## config.mk

```make
export PLATFORM = sky130hd
export DESIGN_NAME = csv_field_tokenizer_top
export DESIGN_NICKNAME = d
export VERILOG_FILES = /design/src/hdl/csvt_pkg.sv /design/src/hdl/csvt_fifo.sv /design/src/hdl/csvt_front.sv /design/src/hdl/csvt_back.sv /design/src/hdl/csv_field_tokenizer_top.sv
export SDC_FILE = /design/constraint.sdc
export NUM_CORES = 1
export LEC_CHECK = 0
export ABC_AREA = 1
export BUFFER_PORTS_ARGS = -buffer_cell sky130_fd_sc_hd__buf_2
export CORE_UTILIZATION = 26
export CTS_CLUSTER_SIZE = 20
export DETAILED_ROUTE_END_ITERATION = 7
export HOLD_SLACK_MARGIN = 0.15
export PLACE_DENSITY = 0.48
export SYNTH_ARGS = -nofsm -noshare
export SYNTH_HDL_FRONTEND = slang
export SYNTH_SLANG_ARGS = --single-unit
```

## constraint.sdc

```tcl
create_clock -name clock -period 9.15 [get_ports clock]
set_input_delay 0 -clock clock [delete_from_list [all_inputs] [get_ports clock]]
set_output_delay 0 -clock clock [all_outputs]
set_load 0.02 [all_outputs]
```

## src/hdl/csvt_pkg.sv

```systemverilog
package csvt_pkg;

   localparam logic FUNC_DATA  = 1'b0;
   localparam logic FUNC_FLUSH = 1'b1;

   localparam logic [1:0] KIND_BYTE   = 2'd0;
   localparam logic [1:0] KIND_FIELD  = 2'd1;
   localparam logic [1:0] KIND_RECORD = 2'd2;

   localparam logic [7:0] CH_QUOTE = 8'h22;
   localparam logic [7:0] CH_COMMA = 8'h2C;
   localparam logic [7:0] CH_CR    = 8'h0D;
   localparam logic [7:0] CH_LF    = 8'h0A;

   localparam int FIFO_DEPTH = 4;

   typedef struct packed {
      logic [1:0] kind;
      logic [7:0] data;
   } res_type;

   typedef struct packed {
      logic    two;
      res_type r0;
      res_type r1;
   } pkt_type;

endpackage

```

## src/hdl/csvt_fifo.sv

```systemverilog
module csvt_fifo
   import csvt_pkg::*;
#(
   parameter int DEPTH = FIFO_DEPTH
) (
   input  logic    clock,
   input  logic    reset,
   input  logic    push,
   input  pkt_type push_pkt,
   output logic    full,
   input  logic    pop,
   output logic    empty,
   output pkt_type head_pkt
);

   localparam int PTR_W = (DEPTH > 1) ? $clog2(DEPTH) : 1;
   localparam int CNT_W = $clog2(DEPTH + 1);

   pkt_type            mem_ff [DEPTH];
   logic [PTR_W-1:0]   wr_ptr_ff, wr_ptr_in;
   logic [PTR_W-1:0]   rd_ptr_ff, rd_ptr_in;
   logic [CNT_W-1:0]   count_ff, count_in;

   assign full     = (count_ff == CNT_W'(DEPTH));
   assign empty    = (count_ff == '0);
   assign head_pkt = mem_ff[rd_ptr_ff];

   always_comb begin
      wr_ptr_in = wr_ptr_ff;
      rd_ptr_in = rd_ptr_ff;
      count_in  = count_ff;
      if (push) begin
         wr_ptr_in = (wr_ptr_ff == PTR_W'(DEPTH - 1)) ? '0 : wr_ptr_ff + 1'b1;
      end
      if (pop) begin
         rd_ptr_in = (rd_ptr_ff == PTR_W'(DEPTH - 1)) ? '0 : rd_ptr_ff + 1'b1;
      end
      if (push && !pop) begin
         count_in = count_ff + 1'b1;
      end else if (pop && !push) begin
         count_in = count_ff - 1'b1;
      end
   end

   always_ff @(posedge clock) begin
      if (reset) begin
         wr_ptr_ff <= '0;
         rd_ptr_ff <= '0;
         count_ff  <= '0;
      end else begin
         wr_ptr_ff <= wr_ptr_in;
         rd_ptr_ff <= rd_ptr_in;
         count_ff  <= count_in;
      end
   end

   always_ff @(posedge clock) begin
      if (push) begin
         mem_ff[wr_ptr_ff] <= push_pkt;
      end
   end

endmodule

```

## src/hdl/csvt_front.sv

```systemverilog
module csvt_front
   import csvt_pkg::*;
(
   input  logic       clock,
   input  logic       reset,
   input  logic       req_valid,
   input  logic       req_func,
   input  logic [7:0] req_data_byte,
   input  logic       full,
   output logic       req_stall,
   output logic       push,
   output pkt_type    push_pkt
);

   logic cr_held_ff, cr_held_in;
   logic quoting_ff, quoting_in;
   logic quote_held_ff, quote_held_in;
   logic field_open_ff, field_open_in;
   logic rec_has_field_ff, rec_has_field_in;
   logic line_has_bytes_ff, line_has_bytes_in;

   logic       accept;
   logic [1:0] n;
   res_type    res [2];
   logic       done;
   logic [7:0] c;

   assign req_stall = full;
   assign accept    = req_valid && !full;
   assign c         = req_data_byte;

   always_comb begin
      cr_held_in        = cr_held_ff;
      quoting_in        = quoting_ff;
      quote_held_in     = quote_held_ff;
      field_open_in     = field_open_ff;
      rec_has_field_in  = rec_has_field_ff;
      line_has_bytes_in = line_has_bytes_ff;
      n                 = 2'd0;
      done              = 1'b0;
      res[0]            = '{kind: KIND_BYTE, data: 8'h00};
      res[1]            = '{kind: KIND_BYTE, data: 8'h00};

      if (req_func == FUNC_FLUSH) begin
         if (quote_held_ff) begin
            quoting_in = 1'b0;
         end
         if (line_has_bytes_ff) begin
            if (quoting_in) begin
               res[n[0]] = '{kind: KIND_BYTE, data: CH_LF};
               n = n + 2'd1;
            end
            res[n[0]] = '{kind: KIND_RECORD, data: 8'h00};
            n = n + 2'd1;
         end else if (quoting_in) begin
            res[n[0]] = '{kind: KIND_RECORD, data: 8'h00};
            n = n + 2'd1;
         end
         cr_held_in        = 1'b0;
         quoting_in        = 1'b0;
         quote_held_in     = 1'b0;
         field_open_in     = 1'b0;
         rec_has_field_in  = 1'b0;
         line_has_bytes_in = 1'b0;
      end else begin
         if (quote_held_ff) begin
            quote_held_in = 1'b0;
            if (c == CH_QUOTE) begin
               res[n[0]] = '{kind: KIND_BYTE, data: CH_QUOTE};
               n = n + 2'd1;
               line_has_bytes_in = 1'b1;
               done = 1'b1;
            end else begin
               quoting_in = 1'b0;
            end
         end
         if (!done) begin
            if (cr_held_in) begin
               cr_held_in = 1'b0;
               if (c != CH_LF) begin
                  res[n[0]] = '{kind: KIND_BYTE, data: CH_CR};
                  n = n + 2'd1;
                  field_open_in = 1'b1;
               end
            end
            if (c == CH_LF) begin
               if (quoting_in) begin
                  res[n[0]] = '{kind: KIND_BYTE, data: CH_LF};
                  n = n + 2'd1;
                  field_open_in = 1'b1;
               end else begin
                  res[n[0]] = '{kind: KIND_RECORD, data: 8'h00};
                  n = n + 2'd1;
                  field_open_in    = 1'b0;
                  rec_has_field_in = 1'b0;
               end
               line_has_bytes_in = 1'b0;
            end else begin
               if (c == CH_CR) begin
                  cr_held_in = 1'b1;
               end else if (c == CH_QUOTE) begin
                  if (quoting_in) begin
                     quote_held_in = 1'b1;
                  end else begin
                     quoting_in    = 1'b1;
                     field_open_in = 1'b1;
                  end
               end else if (c == CH_COMMA && !quoting_in) begin
                  res[n[0]] = '{kind: KIND_FIELD, data: 8'h00};
                  n = n + 2'd1;
                  field_open_in    = 1'b0;
                  rec_has_field_in = 1'b1;
               end else begin
                  res[n[0]] = '{kind: KIND_BYTE, data: c};
                  n = n + 2'd1;
                  field_open_in = 1'b1;
               end
               line_has_bytes_in = 1'b1;
            end
         end
      end
   end

   assign push         = accept && (n != 2'd0);
   assign push_pkt.two = (n == 2'd2);
   assign push_pkt.r0  = res[0];
   assign push_pkt.r1  = res[1];

   always_ff @(posedge clock) begin
      if (reset) begin
         cr_held_ff        <= 1'b0;
         quoting_ff        <= 1'b0;
         quote_held_ff     <= 1'b0;
         field_open_ff     <= 1'b0;
         rec_has_field_ff  <= 1'b0;
         line_has_bytes_ff <= 1'b0;
      end else if (accept) begin
         cr_held_ff        <= cr_held_in;
         quoting_ff        <= quoting_in;
         quote_held_ff     <= quote_held_in;
         field_open_ff     <= field_open_in;
         rec_has_field_ff  <= rec_has_field_in;
         line_has_bytes_ff <= line_has_bytes_in;
      end
   end

endmodule

```

## src/hdl/csvt_back.sv

```systemverilog
module csvt_back
   import csvt_pkg::*;
(
   input  logic       clock,
   input  logic       reset,
   input  logic       empty,
   input  pkt_type    head_pkt,
   output logic       pop,
   output logic       rsp_valid,
   input  logic       rsp_stall,
   output logic [1:0] rsp_kind,
   output logic [7:0] rsp_out_byte,
   output logic       rsp_last
);

   logic       sel_ff, sel_in;
   logic       rsp_valid_ff, rsp_valid_in;
   logic [1:0] rsp_kind_ff;
   logic [7:0] rsp_out_byte_ff;
   logic       rsp_last_ff;

   logic    load;
   logic    take;
   logic    pick_last;
   res_type pick;

   assign load      = !rsp_valid_ff || !rsp_stall;
   assign take      = load && !empty;
   assign pick      = sel_ff ? head_pkt.r1 : head_pkt.r0;
   assign pick_last = sel_ff || !head_pkt.two;
   assign pop       = take && pick_last;

   always_comb begin
      sel_in       = sel_ff;
      rsp_valid_in = rsp_valid_ff;
      if (take) begin
         sel_in       = !pick_last;
         rsp_valid_in = 1'b1;
      end else if (load) begin
         rsp_valid_in = 1'b0;
      end
   end

   always_ff @(posedge clock) begin
      if (reset) begin
         sel_ff       <= 1'b0;
         rsp_valid_ff <= 1'b0;
      end else begin
         sel_ff       <= sel_in;
         rsp_valid_ff <= rsp_valid_in;
      end
   end

   always_ff @(posedge clock) begin
      if (take) begin
         rsp_kind_ff     <= pick.kind;
         rsp_out_byte_ff <= pick.data;
         rsp_last_ff     <= pick_last;
      end
   end

   assign rsp_valid    = rsp_valid_ff;
   assign rsp_kind     = rsp_kind_ff;
   assign rsp_out_byte = rsp_out_byte_ff;
   assign rsp_last     = rsp_last_ff;

endmodule

```

## src/hdl/csv_field_tokenizer_top.sv

```systemverilog
// Streaming CSV tokenizer: one byte (or an end-of-input flush) is taken per
// transfer and turned into zero, one or two results (field byte, field end,
// record end), with last set on the final result of each input. The front
// end accepts one input per cycle while the result queue (DEPTH entries,
// one entry per input that yields results) has room; the back end drives one
// result per cycle from its output register while rsp_stall is low, so the
// two results of one input leave one after the other. A result passes through
// the result queue and then the output register on its way out. The sustained
// rate is one input per cycle when each input yields at most one result and
// rsp_stall is low, and is set by the single output register otherwise.
module csv_field_tokenizer_top
   import csvt_pkg::*;
#(
   parameter int DEPTH = FIFO_DEPTH
) (
   input  logic       clock,
   input  logic       reset,
   input  logic       req_valid,
   output logic       req_stall,
   input  logic       req_func,
   input  logic [7:0] req_data_byte,
   output logic       rsp_valid,
   input  logic       rsp_stall,
   output logic [1:0] rsp_kind,
   output logic [7:0] rsp_out_byte,
   output logic       rsp_last
);

   logic    full;
   logic    empty;
   logic    push;
   logic    pop;
   pkt_type push_pkt;
   pkt_type head_pkt;

   csvt_front u_front (
      .clock         (clock),
      .reset         (reset),
      .req_valid     (req_valid),
      .req_func      (req_func),
      .req_data_byte (req_data_byte),
      .full          (full),
      .req_stall     (req_stall),
      .push          (push),
      .push_pkt      (push_pkt)
   );

   csvt_fifo #(
      .DEPTH (DEPTH)
   ) u_fifo (
      .clock    (clock),
      .reset    (reset),
      .push     (push),
      .push_pkt (push_pkt),
      .full     (full),
      .pop      (pop),
      .empty    (empty),
      .head_pkt (head_pkt)
   );

   csvt_back u_back (
      .clock        (clock),
      .reset        (reset),
      .empty        (empty),
      .head_pkt     (head_pkt),
      .pop          (pop),
      .rsp_valid    (rsp_valid),
      .rsp_stall    (rsp_stall),
      .rsp_kind     (rsp_kind),
      .rsp_out_byte (rsp_out_byte),
      .rsp_last     (rsp_last)
   );

endmodule

```

==> flow_summary_export.csv, run 1 <==
group,metric,value,unit
sta,rsz0062_at_grt,"no",
global_routing,antenna_found_initial,0,
sta,setup_viol,0,
sta,skew,8.73,ps
sta,layout_min_cycle_time,3660,ps
cells_and_area,areaGrowthSynthToFinish,16.0,%
clock_network,clkTransAtPathRegs,70,ps
cells_and_area,final_common_cell,"nor2_1",
global_routing,grt_pass1_vias,3500,
yosys,netlist_area,4970,sq um
sta,setup_tns,0,ps
yosys,synthArstFlopShare,0,%
route,drt_iter0_drc,248,
outcome,status,"finished clean",
floorplan,ios,26,
power,finalPower,0.00157,W
cells_and_area,most-common-layout-cells,"nor2_1, edfxtp_1, o21ai_0",
floorplan,initial_core_util,26.6,%
floorplan,die_x,140,microns
global_routing,grt_pass1_wl,18800,microns
sta,slew_viol_final,0,
clock_network,clk_latency,350,ps
placed_design,hpwl,7640,microns
critical_path,endpoint_kind,"register",
floorplan,dieArea,19700,sq um
yosys,seq_area_frac_synth,63.4,%
floorplan,rows,50,
cells_and_area,num-fill-cells,1884,
sta,period_share,40.0,%
route,via_per_inst,4.59,
route,ant_nets,0,
route,drt-wirelength-per-cell,15.6,microns
yosys,syn_inst,478,
critical_path,crit_type,"in2reg",
yosys,synth-seq-cells,110,
route,dr.pass1.iters,4,
yosys,syn_nets,503,
floorplan,core-area,18700,sq um
power,peakVddDrop,0.119,mV
yosys,synthFlopType,"edfxtp_1",
critical_path,crit_fanout,12,
sta,max_freq,0.273,GHz
power,leakage,2.21,nW
global_routing,gr-total-overflow,0,
clock_network,h-tree-depth,3,
cells_and_area,antenna_cells,0,
critical_path,startpoint_type,"primary input",
clock_network,cts_tree,"done",
sta,relSlewSlack,45.6,%
critical_path,worstPathArrival,3900,ps
clock_network,root_buffer,"clkbuf_16",
yosys,syn_avg_cell_area,10.4,sq um
global_routing,grt_max_degree,44,
sta,tightest_slew,816,ps
critical_path,worstPathRequired,9390,ps
global_routing,track_usage,12.7,%
route,drt-total-wl,11700,microns
cells_and_area,drive_above_1_share,14.7,%
critical_path,reg2reg_slack,5760,ps
power,power_density,273,nW/um^2
yosys,synth-edff-count,95,
route,vias,3446,
placed_design,gp_congestion,0.879,
yosys,synth.distinct_cells,34,
cells_and_area,fin_nets,536,
route,drc,0,
worst_hold_path,hp-class,"in2reg",
sta,finalHoldViolCount,0,
placed_design,port_buffers,25,
floorplan,die_h,140,microns
clock_network,cts.sinks,110,
clock_network,cts_buffer_depth,2,
clock_network,cts_buffers,9,
job,cap_violations,0,
yosys,ys_warn_count,0,
clock_network,cts_setup_buffers,0,
through the flow:
step                instance area (sq um)  hold WS, ps  worst slack (ps)  util [%]  cells
global route                         5770          170              5070      30.8    750
global placement                     5390          285              5780      28.8    729
CTS                                  5770          151              5500      30.8    750
detailed placement                   5390          288              5670      28.8    729
floorplan                            4970         69.1              5950         -    478
finish                               5770          158              5490      30.8    750
where the power goes:
group	internal (W)	switching (W)
clock	0.000241	0.000176
combinational	0.000149	0.000343
sequential	0.000644	0.0000208
synth_stat cells (all sizes together) (2+ instances only):
cell	count	area, sq um
buf	2	15.0
ha	11	138
clkbuf	15	56.3
o22ai	11	68.8
nor3	12	60.1
nor2	104	405
edfxtp	95	2850
o31ai	2	15.0
a31oi	11	68.8
a21oi	14	73.8
clkinv	3	13.8
nand3	11	82.6
dfxtp	15	300
o21ai	60	300
nand2	60	278
inv	44	165
critical path, stage by stage:
cell and delay [ps]:
dlygate4sd3_1 530, buf_2 130, inv_1 100, nand2_2 90
nor2_1 170, nand2_1 210, ha_1 370, nand2_1 130
nand2_4 140, ha_1 320, nand3_1 110, nand3_2 80
nand2_2 70, clkinv_1 70, nand2_2 90, nand2_4 80
inv_2 80, ha_1 140, inv_1 70, fa_1 440
a21oi_1 140, o21ai_0 120, o21ai_0 160, a21oi_1 50
what timing repair did:
action	4_1_cts	5_1_grt
endpoints found under the hold margin	26	0
endpoints found under the setup margin	0	0
hold buffers	5	0
gates resized for setup	0	0
registers in the layout (all words and copies together) (netlist names), named ones only:
signal / flops
u_front.quoting_ff: 1
u_front.line_has_bytes_ff: 1
u_fifo.mem_ff: 84
u_front.cr_held_ff: 1
u_back.sel_ff: 1
u_fifo.wr_ptr_ff: 2
u_fifo.rd_ptr_ff: 2
u_back.rsp_out_byte: 8
u_back.rsp_last: 1
u_back.rsp_valid: 1
u_fifo.count_ff: 3
u_front.quote_held_ff: 1
u_back.rsp_kind: 2
final timing paths:
path | startpoint | to | depth (start not counted)
hold / removal | req_data_byte[7] | u_fifo.mem_ff[2][7] | 3
setup reg to reg | u_front.quote_held_ff | u_fifo.count_ff[2] | 19
setup / recovery | req_data_byte[6] | u_fifo.count_ff[2] | 24
hold reg to reg | u_front.line_has_bytes_ff | u_front.line_has_bytes_ff | 2
kinds of logic after synthesis:
kind of cell    count (synthesis)  share of synthesized area, %
simple gates                  189                          16.9
compound gates                102                          11.3
xor+xnor                        1                         0.176
flops                         110                          63.4
buf+inv                        64                          5.04
fa+ha+maj                      12                          3.17
area by class of cell:
| cell class | count | area, sq um | area share, % |
|---|---|---|---|
| sequential | 110 | 3150 | 54.7 |
| multi-input combinational | 304 | 1580 | 27.3 |
| tap | 234 | 293 | 5.08 |
| timing repair buffer | 39 | 243 | 4.21 |
| clock buffer | 9 | 225 | 3.91 |
| inverter | 47 | 179 | 3.10 |
| clock inverter | 7 | 96.3 | 1.67 |
metal layers:
| layer | up-vias | share of wire [%] | GRT usage, % |
|---|---|---|---|
| li1 | 1713 | - | - |
| met1 | 1656 | 44 | 15.7 |
| met2 | 69 | 52 | 22.0 |
| met3 | 8 | 3.5 | 3.62 |
| met4 | 0 | 0.88 | 2.83 |
| met5 | - | 0 | 0 |
Power figures use the tool's default switching activity.
==> run 2: changes to the inputs <==
PLACE_DENSITY = 0.5   (was 0.48)
clock period = 3.3 ns   (was 9.15 ns; I/O delays follow)
==> run 2 against run 1 <==
Effect of this change:
- clock-buffer cell count rose by 2
- worst setup slack got worse by 5200 ps
- core utilization rose by 0.12 points
- total power rose to 2.7 times the previous value
- sequential power rose to 2.8 times the previous value
==> flow_summary_export.csv, run 2 (synthesized netlist as in run 1, its figures left out) <==
group,metric,value,unit
outcome,status,"finished clean",
cells_and_area,largest-register,"u_fifo.mem_ff",
route,dr.pass1.iters,4,
critical_path,crit_path_max_incr_delay,400,ps
sta,setup_viol,0,
placed_design,hpwl,7630,microns
clock_network,h-tree-depth,3,
critical_path,endpoint_kind,"register",
critical_path,startpoint_type,"register",
route,drt_iter0_drc,224,
cells_and_area,fin_nets,543,
critical_path,crit_type,"reg2reg",
route,vias,3444,
sta,tightest_slew,641,ps
sta,finalHoldViolCount,0,
critical_path,path_cells,"nand3_4 > buf_6 > inv_1 > ha_1 > nand2_1 > inv_1 > ha_1 > nand3_1 > nand3_2 > nand2_2 > clkinv_1 > nand2_2 > nand2_4 > inv_2 > ha_1 > inv_1 > fa_2 > a21oi_1 > o21ai_1 > o21ai_1 > a21oi_1",
power,internal_power,0.00280,W
power,power.switching,0.00147,W
global_routing,met2_usage,21.1,%
critical_path,cp_num_buf_inv,6,
clock_network,cts_setup_buffers,0,
route,drt-total-wl,11600,microns
clock_network,root_buffer,"clkbuf_16",
placed_design,port_buffers,25,
global_routing,grt_use_met3,3.66,%
route,via_per_inst,4.56,
sta,rsz0062_at_grt,"no",
power,clkPwrFrac,24.4,%
floorplan,initial_core_util,26.6,%
sta,max_freq,0.336,GHz
clock_network,clkTransAtPathRegs,70,ps
floorplan,ios,26,
global_routing,grt_max_degree,41,
clock_network,clk_latency,340,ps
global_routing,grt_pass1_wl,18400,microns
critical_path,crit_fanout,8,
placed_design,gp_congestion,0.854,
power,peakVddDrop,0.396,mV
clock_network,cts_tree,"done",
sta,slew_viol_final,0,
global_routing,grt_pass1_vias,3367,
placed_design,placed_cells,734,
floorplan,die_x,140,microns
critical_path,cp_top_family,"adder cells",
sta,layout_min_cycle_time,2980,ps
sta,setup_slack,322,ps
critical_path,worstPathArrival,3210,ps
power,pwr-share-seq,43.3,%
floorplan,die_h,140,microns
clock_network,cts_buffers,9,
worst_hold_path,hp-class,"in2reg",
job,cap_violations,0,
sta,period_share,90.2,%
floorplan,dieArea,19700,sq um
route,drc,0,
sta,skew,8.60,ps
global_routing,busiest_layer,"met2",
global_routing,track_usage,12.5,%
cells_and_area,antenna_cells,0,
power,p_comb_share,32.3,%
cells_and_area,largest_reg_flops,84,
route,ant_nets,0,
global_routing,met1_usage,16.0,%
floorplan,rows,50,
critical_path,worstPathRequired,3540,ps
cells_and_area,drive_above_1_share,15.3,%
cells_and_area,areaGrowthSynthToFinish,16.5,%
sta,setup_tns,0,ps
power,power_density,738,nW/um^2
cells_and_area,stdcell_count,756,
placed_design,place_ws,118,ps
worst_hold_path,min_path_cells,4,
global_routing,gr-total-overflow,0,
sta,relSlewSlack,56.8,%
floorplan,core-area,18700,sq um
critical_path,cpMaxStageDelayCell,"fa_2",
global_routing,antenna_found_initial,0,
clock_network,cts_buffer_depth,2,
critical_path,worstSetupPathDepth,21,
cells_and_area,fin_util,30.9,%
critical_path,reg2regPathDepth,21,
route,drt-wirelength-per-cell,15.3,microns
cells_and_area,final_common_cell,"nor2_1",
clock_network,cts.sinks,110,
cells_and_area,most-common-layout-cells,"nor2_1, edfxtp_1, o21ai_0",
power,sw_frac_of_total,34.4,%
power,leakage,2.23,nW
## run 2: changes by cell type in the layout (fill, tap and decap cells not counted), sizes merged
| cell | before | now |
|---|---|---|
| clkinvlp | 2 | 0 |
| buf | 34 | 39 |
| inv | 46 | 44 |
| clkinv | 4 | 6 |
| bufinv | 2 | 1 |
| clkbuf | 9 | 11 |
| dlygate4sd3 | 5 | 7 |
## run 2: path summary, 6_finish.rpt
kind | start | to | slack (ps)
setup / recovery | u_front.quote_held_ff | u_fifo.count_ff[2] | 320
hold / removal | req_func | u_front.line_has_bytes_ff | 170
setup reg to reg | u_front.quote_held_ff | u_fifo.count_ff[2] | 320
hold reg to reg | u_front.line_has_bytes_ff | u_front.line_has_bytes_ff | 480
## run 2: power by group through the flow
stage / clock (W) / combinational, W / sequential [W]
floorplan: 0 / 0.000834 / 0.00198
global placement: 0 / 0.00138 / 0.00188
detailed placement: 0 / 0.00139 / 0.00188
CTS: 0.00108 / 0.00140 / 0.00185
global route: 0.00113 / 0.00156 / 0.00187
finish: 0.00104 / 0.00138 / 0.00185
## run 2: tightest hold or removal path, delay by kind of cell
| kind | cells | cell delay (ps) |
|---|---|---|
| simple gates | 2 | 140 |
| buf+inv | 1 | 280 |
| compound gates | 1 | 50 |
## run 2: per-layer routing
layer / vias up / wire (microns)
met3: 2 / 425
met5: - / 0
met1: 1668 / 5540
li1: 1721 / -
met2: 53 / 5570
met4: 0 / 40
## run 2: layout make-up
cell class                      count  area (sq um)
Fill cell                        1913         12900
Clock buffer                       11           233
Inverter                           47           179
Timing Repair Buffer               46           304
Tap cell                          234           293
Multi-Input combinational cell    304          1580
Sequential cell                   110          3150
Clock inverter                      4          48.8
## run 2: stage by stage
step	hold slack, ps	cell area (sq um)	total power, W
floorplan	69.1	4970	0.00281
global placement	282	5430	0.00326
detailed placement	289	5430	0.00328
CTS	154	5780	0.00434
global route	198	5790	0.00456
finish	174	5790	0.00427
## run 2: repair_timing
| action | 4_1_cts | 5_1_grt |
|---|---|---|
| setup endpoints to repair | 0 | 1 |
| gates resized for setup | 0 | 5 |
| hold buffers | 7 | 0 |
| endpoints found under the hold margin | 32 | 0 |
==> run 3: changes to the inputs <==
BUFFER_PORTS_ARGS = not set   (was -buffer_cell sky130_fd_sc_hd__buf_2)
DONT_BUFFER_PORTS = 1   (was not set)
PLACE_DENSITY = 0.49   (was 0.5)
==> run 3 against run 2 <==
Effect of this change:
- sequential share of layout area down 0.19 points
- worst setup slack worse by 97 ps
- hold slack better by 42 ps
- routed wire length up 2.9%
- core utilization up 0.094 points
- maximum frequency down 3.2%
- critical path depth up 4
- via count down 0.55%
- critical endpoint unchanged
==> flow_summary_export.csv, run 3 (synthesized netlist as in run 1, its figures left out) <==
group,metric,value,unit
outcome,status,"finished clean",
placed_design,port_buffers,0,
route,drc,0,
sta,rsz0062_at_grt,"no",
global_routing,gr-total-overflow,0,
sta,max_freq,0.325,GHz
clock_network,clk_latency,350,ps
critical_path,worstPathArrival,3310,ps
sta,setup_viol,0,
cells_and_area,largest_reg_flops,84,
clock_network,h-tree-depth,3,
power,leakage,2.19,nW
global_routing,antenna_found_initial,0,
sta,tightest_slew,591,ps
global_routing,grt_max_degree,41,
global_routing,grt_use_met3,2.67,%
sta,skew,10.8,ps
floorplan,core-area,18700,sq um
critical_path,endpoint_kind,"register",
critical_path,crit_type,"in2reg",
critical_path,startpoint_type,"primary input",
cells_and_area,largest-register,"u_fifo.mem_ff",
cells_and_area,areaGrowthSynthToFinish,16.8,%
global_routing,grt_pass1_wl,18900,microns
global_routing,grt_pass1_vias,3396,
sta,layout_min_cycle_time,3080,ps
cells_and_area,fin_nets,527,
cells_and_area,num-fill-cells,1896,
sta,setup_tns,0,ps
critical_path,crit_fanout,8,
critical_path,reg2reg_slack,360,ps
route,ant_nets,0,
floorplan,die_h,140,microns
floorplan,dieArea,19700,sq um
sta,setup_slack,225,ps
power,peakVddDrop,0.475,mV
power,power_density,732,nW/um^2
cells_and_area,regArea,3150,sq um
sta,period_share,93.2,%
global_routing,met1_usage,16.0,%
job,cap_violations,0,
placed_design,place_ws,186,ps
cells_and_area,drive_above_1_share,12.6,%
sta,finalHoldViolCount,0,
global_routing,track_usage,12.7,%
floorplan,ios,26,
route,via_per_inst,4.62,
critical_path,worstPathRequired,3530,ps
floorplan,initial_core_util,26.6,%
route,drt-wirelength-per-cell,16.1,microns
sta,slew_viol_final,0,
placed_design,hpwl,7780,microns
placed_design,gp_congestion,0.815,
cells_and_area,most-common-layout-cells,"nor2_1, edfxtp_1, o21ai_0",
clock_network,cts_tree,"done",
cells_and_area,fin_util,31.0,%
route,drt_iter0_drc,292,
clock_network,cts.sinks,110,
worst_hold_path,hp-start,"req_data_byte[1]",
route,dr.pass1.iters,4,
cells_and_area,final_common_cell,"nor2_1",
global_routing,met2_usage,22.5,%
global_routing,busiest_layer,"met2",
route,vias,3425,
critical_path,r2r_start,"u_front.quote_held_ff",
cells_and_area,antenna_cells,0,
critical_path,cp-startpoint,"req_data_byte[6]",
clock_network,cts_buffer_depth,2,
worst_hold_path,hp-class,"in2reg",
floorplan,die_x,140,microns
floorplan,rows,50,
route,drt-total-wl,11900,microns
clock_network,root_buffer,"clkbuf_16",
sta,relSlewSlack,60.3,%
clock_network,clkTransAtPathRegs,70,ps
clock_network,cts_buffers,9,
cells_and_area,multi_input_area,1620,sq um
## run 3: final cells by class
cell class | instances | share of cell area, %
clock inverter | 5 | 0.970
tap | 234 | 5.04
multi-input combinational | 304 | 27.9
clock buffer | 11 | 4.01
sequential | 110 | 54.3
inverter | 47 | 3.12
timing repair buffer | 30 | 4.66
## run 3: what timing repair did
action	4_1_cts	5_1_grt
endpoints found under the setup margin	0	2
buffers inserted	0	1
gates resized for setup	0	16
hold buffers	15	0
hold endpoints to repair	87	0
## run 3: final timing paths
| kind | to | depth (start not counted) |
|---|---|---|
| setup reg to reg | u_fifo.count_ff[2] | 21 |
| setup / recovery | u_fifo.count_ff[2] | 25 |
| hold reg to reg | register | 2 |
| hold / removal | u_front.cr_held_ff | 5 |
## run 3: metal layers
layer	routed length [microns]	vias to the layer above
met1	5540	1669
met3	368	8
met4	80	0
li1	-	1695
met5	0	-
met2	5920	53
## run 3: worst max-delay path: stages
cell and delay, ps:
dlygate4sd3_1 560, inv_2 100, nand2_4 80, nor2_4 160
nand3_4 100, buf_8 150, inv_1 70, ha_1 170
nand2_2 70, inv_1 80, ha_1 220, nand3_1 100
nand3_2 80, nand2_2 70, clkinv_1 70, nand2_2 90
nand2_4 80, inv_4 70, ha_1 150, inv_2 50
fa_2 340, a21oi_2 130, o21ai_1 90, o21ai_1 150
a21oi_1 70
## run 3: where the power goes
group	total, W	internal, W	switching, W
clock	0.00106	0.000590	0.000469
sequential	0.00197	0.00179	0.000174
combinational	0.00122	0.000390	0.000834
total	0.00425	0.00277	0.00148
## run 3: per-stage QoR
stage | hold slack, ps | instance area, sq um | total power (W) | instances
after global routing | 252 | 5810 | 0.00453 | 741
after global placement | 72.6 | 5310 | 0.00319 | 709
after floorplan | 69.1 | 4970 | 0.00281 | 478
final | 216 | 5810 | 0.00425 | 741
after CTS | 211 | 5750 | 0.00429 | 740
after detailed placement | 75.1 | 5310 | 0.00321 | 709
